**src/sv/tsg_pkg.sv**
```systemverilog
`timescale 1ns / 1ps
`default_nettype none

package tsg_pkg;

  // Register indexes on the configuration port
  localparam logic [2:0] REG_IP_IDENT  = 3'd0;
  localparam logic [2:0] REG_SRC_PORT  = 3'd1;
  localparam logic [2:0] REG_DST_PORT  = 3'd2;
  localparam logic [2:0] REG_WINDOW    = 3'd3;
  localparam logic [2:0] REG_SEQ_NUM   = 3'd4;

  localparam int unsigned CFG_IDX_W  = 3;
  localparam int unsigned CFG_DATA_W = 32;

  // Positions of the ten header words
  localparam logic [3:0] WORD_VER_LEN   = 4'd0;
  localparam logic [3:0] WORD_IDENT     = 4'd1;
  localparam logic [3:0] WORD_TTL_CSUM  = 4'd2;
  localparam logic [3:0] WORD_SRC_ADDR  = 4'd3;
  localparam logic [3:0] WORD_DST_ADDR  = 4'd4;
  localparam logic [3:0] WORD_PORTS     = 4'd5;
  localparam logic [3:0] WORD_SEQ       = 4'd6;
  localparam logic [3:0] WORD_ACK       = 4'd7;
  localparam logic [3:0] WORD_OFF_WIN   = 4'd8;
  localparam logic [3:0] WORD_TCP_CSUM  = 4'd9;

  // Fixed header fields
  localparam logic [7:0]  IP_VER_IHL    = 8'h45;
  localparam logic [15:0] IP_TOTAL_LEN  = 16'd40;
  localparam logic [7:0]  IP_TTL        = 8'd64;
  localparam logic [7:0]  PROTO_TCP     = 8'd6;
  localparam logic [15:0] TCP_SEG_LEN   = 16'd20;
  localparam logic [15:0] TCP_OFF_FLAGS = 16'h5002;

  typedef struct packed {
    logic [31:0] src_addr;
    logic [31:0] dst_addr;
  } item_t;

  typedef struct packed {
    logic [31:0] header_word;
    logic [3:0]  word_index;
    logic        last_word;
  } result_t;

  typedef struct packed {
    logic [15:0] ip_ident;
    logic [15:0] source_port;
    logic [15:0] dest_port;
    logic [15:0] window_size;
    logic [31:0] sequence_number;
  } cfg_t;

  typedef struct packed {
    logic [15:0] ip_csum;
    logic [15:0] tcp_csum;
  } csum_t;

endpackage

`default_nettype wire

```
**src/sv/tsg_csum.sv**
```systemverilog
`timescale 1ns / 1ps
`default_nettype none

module tsg_csum
  import tsg_pkg::*;
(
  input  wire item_t item,
  input  wire cfg_t  cfg,
  output csum_t      csum
);

  logic [19:0] ip_sum;
  logic [19:0] tcp_sum;

  // Fold carries back in twice, then complement
  function automatic logic [15:0] fold_sum(input logic [19:0] s);
    logic [16:0] s1;
    logic [15:0] s2;
    s1 = {1'b0, s[15:0]} + {13'b0, s[19:16]};
    s2 = s1[15:0] + {15'b0, s1[16]};
    return ~s2;
  endfunction

  always_comb begin
    ip_sum = 20'({IP_VER_IHL, 8'h00}) + 20'(IP_TOTAL_LEN) + 20'(cfg.ip_ident)
           + 20'({IP_TTL, PROTO_TCP})
           + 20'(item.src_addr[31:16]) + 20'(item.src_addr[15:0])
           + 20'(item.dst_addr[31:16]) + 20'(item.dst_addr[15:0]);
    // Pseudo-header plus TCP header
    tcp_sum = 20'(item.src_addr[31:16]) + 20'(item.src_addr[15:0])
            + 20'(item.dst_addr[31:16]) + 20'(item.dst_addr[15:0])
            + 20'(PROTO_TCP) + 20'(TCP_SEG_LEN)
            + 20'(cfg.source_port) + 20'(cfg.dest_port)
            + 20'(cfg.sequence_number[31:16]) + 20'(cfg.sequence_number[15:0])
            + 20'(TCP_OFF_FLAGS) + 20'(cfg.window_size);
    csum.ip_csum  = fold_sum(ip_sum);
    csum.tcp_csum = fold_sum(tcp_sum);
  end

endmodule

`default_nettype wire

```
**src/sv/tcp_syn_header_generator_unit.sv**
```systemverilog
`timescale 1ns / 1ps
`default_nettype none

// Channel   Ports                            Transfer
// -------   -------------------------------  ---------------------------------
// input     start, busy, item                edge with start high and busy low
// result    strobe, result                   every edge with strobe high
// config    cfg_we, cfg_index, cfg_data      every edge with cfg_we high
//
// One address pair yields ten result words on consecutive cycles, one word at a time
// on the single-word result port. When idle, an item passes through the holding
// register and then the emit register before its first word appears.
// A second item is held in the input register while the current header is sent,
// so headers follow each other with no gap; busy is high only when that holding
// register is full and cannot move on. Synchronous reset clears both valid flags
// and the configuration registers.

module tcp_syn_header_generator_unit
  import tsg_pkg::*;
(
  input  wire logic                  clk,
  input  wire logic                  rst,
  input  wire logic                  start,
  output logic                       busy,
  input  wire item_t                 item,
  output logic                       strobe,
  output result_t                    result,
  input  wire logic                  cfg_we,
  input  wire logic [CFG_IDX_W-1:0]  cfg_index,
  input  wire logic [CFG_DATA_W-1:0] cfg_data
);

  cfg_t  cfg;
  logic  hold_valid;
  item_t hold_item;
  logic  emit_valid;
  item_t emit_item;
  csum_t emit_csum;
  logic [3:0] emit_idx;
  csum_t csum;
  logic  emit_load;
  logic  hold_load;
  logic  emit_done;

  always_ff @(posedge clk) begin
    if (rst) begin
      cfg <= '0;
    end else if (cfg_we) begin
      unique case (cfg_index)
        REG_IP_IDENT: cfg.ip_ident        <= cfg_data[15:0];
        REG_SRC_PORT: cfg.source_port     <= cfg_data[15:0];
        REG_DST_PORT: cfg.dest_port       <= cfg_data[15:0];
        REG_WINDOW:   cfg.window_size     <= cfg_data[15:0];
        REG_SEQ_NUM:  cfg.sequence_number <= cfg_data[31:0];
        default: ;
      endcase
    end
  end

  tsg_csum u_csum (
    .item (hold_item),
    .cfg  (cfg),
    .csum (csum)
  );

  assign emit_done = emit_valid && (emit_idx == WORD_TCP_CSUM);
  assign emit_load = hold_valid && (!emit_valid || emit_done);
  assign busy      = hold_valid && !emit_load;
  assign hold_load = start && !busy;

  always_ff @(posedge clk) begin
    if (rst) begin
      hold_valid <= 1'b0;
    end else if (hold_load) begin
      hold_valid <= 1'b1;
    end else if (emit_load) begin
      hold_valid <= 1'b0;
    end
  end

  always_ff @(posedge clk) begin
    if (hold_load) begin
      hold_item <= item;
    end
  end

  always_ff @(posedge clk) begin
    if (rst) begin
      emit_valid <= 1'b0;
      emit_idx   <= WORD_VER_LEN;
    end else if (emit_load) begin
      emit_valid <= 1'b1;
      emit_idx   <= WORD_VER_LEN;
    end else if (emit_done) begin
      emit_valid <= 1'b0;
      emit_idx   <= WORD_VER_LEN;
    end else if (emit_valid) begin
      emit_idx   <= emit_idx + 4'd1;
    end
  end

  always_ff @(posedge clk) begin
    if (emit_load) begin
      emit_item <= hold_item;
      emit_csum <= csum;
    end
  end

  always_comb begin
    unique case (emit_idx)
      WORD_VER_LEN:  result.header_word = {IP_VER_IHL, 8'h00, IP_TOTAL_LEN};
      WORD_IDENT:    result.header_word = {cfg.ip_ident, 16'h0000};
      WORD_TTL_CSUM: result.header_word = {IP_TTL, PROTO_TCP, emit_csum.ip_csum};
      WORD_SRC_ADDR: result.header_word = emit_item.src_addr;
      WORD_DST_ADDR: result.header_word = emit_item.dst_addr;
      WORD_PORTS:    result.header_word = {cfg.source_port, cfg.dest_port};
      WORD_SEQ:      result.header_word = cfg.sequence_number;
      WORD_ACK:      result.header_word = 32'h0;
      WORD_OFF_WIN:  result.header_word = {TCP_OFF_FLAGS, cfg.window_size};
      WORD_TCP_CSUM: result.header_word = {emit_csum.tcp_csum, 16'h0000};
      default:       result.header_word = 32'h0;
    endcase
    result.word_index = emit_idx;
    result.last_word  = (emit_idx == WORD_TCP_CSUM);
  end

  assign strobe = emit_valid;

  a_words_contiguous: assert property (@(posedge clk) disable iff (rst)
    (strobe && !result.last_word) |=> (strobe && result.word_index == $past(emit_idx) + 4'd1))
    else $error("header words not sent back to back");

  a_header_starts_at_zero: assert property (@(posedge clk) disable iff (rst)
    $rose(strobe) |-> (result.word_index == WORD_VER_LEN))
    else $error("header did not start at word zero");

  a_busy_needs_holding: assert property (@(posedge clk) disable iff (rst)
    busy |-> (hold_valid && emit_valid && !result.last_word))
    else $error("busy raised without a stalled item");

  a_no_gap_with_pending: assert property (@(posedge clk) disable iff (rst)
    (strobe && result.last_word && hold_valid) |=> (strobe && result.word_index == WORD_VER_LEN))
    else $error("gap between headers with an item waiting");

endmodule

`default_nettype wire
```
**config.mk**
```make
export PLATFORM = sky130hd
export DESIGN_NAME = tcp_syn_header_generator_unit
export DESIGN_NICKNAME = d
export VERILOG_FILES = /design/src/sv/tsg_pkg.sv /design/src/sv/tsg_csum.sv /design/src/sv/tcp_syn_header_generator_unit.sv
export SDC_FILE = /design/constraint.sdc
export NUM_CORES = 1
export LEC_CHECK = 0
export CAP_MARGIN = 25
export CORE_ASPECT_RATIO = 0.6
export CORE_MARGIN = 1
export CORE_UTILIZATION = 40
export CTS_BUF_LIST = sky130_fd_sc_hd__clkbuf_4 sky130_fd_sc_hd__clkbuf_8
export DETAILED_ROUTE_END_ITERATION = 8
export DONT_BUFFER_PORTS = 1
export HOLD_SLACK_MARGIN = 0.08
export PLACE_DENSITY = 0.58
export RECOVER_POWER = 50
export SLEW_MARGIN = 15
export SYNTH_ARGS = -nofsm -noshare
export SYNTH_HDL_FRONTEND = slang
export SYNTH_SLANG_ARGS = --single-unit
```
**constraint.sdc**
```tcl
create_clock -name clk -period 10.8 [get_ports clk]
set_clock_uncertainty 0.2 [all_clocks]
set_input_delay 0 -clock clk [delete_from_list [all_inputs] [get_ports clk]]
set_output_delay 0 -clock clk [all_outputs]
set_load 0.03 [all_outputs]
```
==> reports/qor.yml <==
synthesis:
  syn_area_um2: 16840
  syn_avg_cell_area_um2: 10.43
  synth_ff_type: "edfxtp_1"
  yosys_warnings: 0
  synth_most_common_cell: "nand2_1"
  yosys-top-cells-area: "edfxtp_1 29%, fa_1 17%, dfxtp_1 12%"
  yosys.area.top_type_share_pct: 28.54
  synth_cell_types: 66
  yosys.area.top_type: "edfxtp_1"
  async_flop_share_pct: 0
  synth_nets: 1953
  synth_edf_count: 160
  synth_seq_area_share_pct: 40.66
  postSynthCellCount: 1614
  synthTopCellsByCount: "237 x nand2_1, 215 x inv_1, 160 x edfxtp_1"
  postSynthRegisterBits: 262
cts:
  cts_tree: "built"
  cts-resized-gates: 0
  clk_pin_slew_ns: 0.07
  cts_buffers: 43
  cts.sink_count: 262
  clk_path_buf_depth: 3
  clk_latency_ns: 0.60
  htreeDepth: 2
  root_buffer: "clkbuf_8"
die:
  rows: 57
  die_area_um2: 42940
  die_height_um: 160.9
  ios: 142
  die_width_um: 266.9
  design.core.area_um2: 40940
  start_util_pct: 41.13
setup_path:
  cp_top_family: "adder cells"
  critPathSlowestCell: "fa_1"
  cp_data_arrival_time_ns: 10.03
  cp_max_fo: 5
  end_kind: "register"
  critPathKind: "reg -> reg"
  worstPathRequired_ns: 10.93
  slowest_delay_ns: 0.58
  start_kind: "register"
  path_buf_inv: 4
finish:
  antenna_cells: 0
  areaGrowthSynthToFinish_pct: 23.66
  fin_nets: 2199
  final_area_um2: 20820
  drive_gt1_share_pct: 6.019
  fillers: 3808
drt:
  first_iter_violations: 1471
  antenna_left: 0
  viasPerCell: 5.421
  drcViolationCount: 0
  vias: 13303
  finalWirelength_mm: 56.73
  wl_per_cell_um: 23.12
  dr.pass1.iters: 7
timing:
  setup_viol: 0
  fmax_ghz: 0.1009
  drv_slew: 153
  rsz0062_at_grt: "no"
  worstMarginPinSlew_ns: 3.064
  period_needed_ns: 9.907
  hold_viol: 0
  fin_crit_sh_pct: 91.73
  setup-tns-final_ns: 0
  maxSlewHeadroom_pct: -104.3
pwr:
  pwr-share-seq_pct: 25.8
  pwr-share-comb_pct: 54.3
  swShare_pct: 43.13
  p_sw_mw: 2.226
  powerDensity_nw_per_um2: 247.8
  p_leak_nw: 8.167
  clock_power_share_pct: 19.9
  ir_worst_vdd_v: 0.0001379
  p_int_mw: 2.934
placement:
  post_dp_cell_area_um2: 17510
  gp_congestion: 0.9471
  hpwl_mm: 39.92
  portBuffers: 0
outcome:
  status: "complete, but fails checks"
  violations: "max-capacitance violations, max-slew violations"
grt:
  grt_max_degree: 100
  track_usage_pct: 26.76
  grt_pass1_vias: 12974
  grt_pass1_wl_mm: 83.97
  overflow: 0
  antenna_found_initial: 2
run:
  cap_violations: 7
hold_path:
  hold_class: "reg -> reg"
==> routing by layer <==
layer  up-vias  track usage, %  wire length, um
met2       655           38.21            23270
met5         -           1.014               54
met1      6565           40.02            26040
met4         2           7.132             1683
met3       110           6.516             5681
li1       5971               -                -
==> logic make-up after synthesis <==
group,Yosys count,synth area share [%]
and+or+nand+nor,422,11.50
AOI/OAI and AO/OA,319,12.09
buffers and inverters,269,5.997
DFF,262,40.66
adders and majority gates,236,24.05
xor gates and xnor gates,100,5.336
muxes,6,0.3716
==> registers in the layout, indices dropped and copies added, names as in the netlist <==
name / cells
cfg: 96
hold_item: 64
emit_csum: 32
emit_item: 64
emit_idx: 4
strobe: 1
hold_valid: 1
==> final timing paths <==
kind,from,endpoint,slack [ns],depth (start not counted)
max,hold_item[49],emit_csum[10],0.89,38
min,hold_item[56],emit_item[56],0.26,0
max reg2reg,hold_item[49],emit_csum[10],0.89,38
min reg2reg,hold_item[56],emit_item[56],0.26,0
==> cell type report <==
cell class                      instances  area, um2  area share (%)
Clock buffer                           65      788.3           3.786
Clock inverter                         14      195.2          0.9374
Inverter                              215      807.0           3.876
Multi-Input combinational cell       1083       8991           43.18
Sequential cell                       262       6847           32.88
Tap cell                              560      700.7           3.365
Timing Repair Buffer                  255       2492           11.97
==> cell usage in the layout, fill, tap and decap left out, types with 8 or more instances in the layout <==
cell / synthesis / layout
a31oi_1: 9 / 9
inv_1: 215 / 215
o21bai_1: 8 / 8
clkbuf_4: 0 / 17
nor3_1: 15 / 15
a21oi_1: 138 / 138
nor2_1: 49 / 49
buf_4: 0 / 16
o21ai_0: 23 / 23
fa_1: 146 / 146
and3_1: 9 / 8
xor2_1: 31 / 31
dlygate4sd3_1: 0 / 232
clkbuf_8: 0 / 48
ha_1: 90 / 90
o21a_1: 9 / 9
nand3_1: 45 / 45
dfxtp_1: 102 / 102
nor2b_1: 10 / 9
and2_1: 13 / 11
edfxtp_1: 160 / 160
nand2_1: 237 / 237
xnor2_1: 66 / 66
a22oi_1: 80 / 80
a21o_1: 12 / 12
==> stage by stage <==
stage	util, %	setup WS, ns	cells	hold WS (ns)	power, mW
after floorplan	-	1.919	1614	-0.1011	3.328
after global placement	42.78	1.115	2142	-0.1150	4.008
after detailed placement	42.78	0.9240	2142	-0.1121	4.007
after CTS	50.92	0.9221	2454	0.2604	5.124
after global routing	50.86	0.2328	2454	0.2692	5.511
final	50.86	0.8928	2454	0.2564	5.160
==> power by group through the flow <==
stage               combinational, mW  clock, mW  sequential [mW]
floorplan                        2.02          0             1.31
finish                           2.80       1.02             1.33
global route                     3.09       1.09             1.34
global placement                 2.66          0             1.35
detailed placement               2.66          0             1.35
CTS                              2.75       1.04             1.33
==> what timing repair did <==
item	4_1_cts	5_1_grt
hold buffers	233	0
endpoints found under the hold margin	230	0
setup buffers	0	0
(Power assumes the default switching activity.)
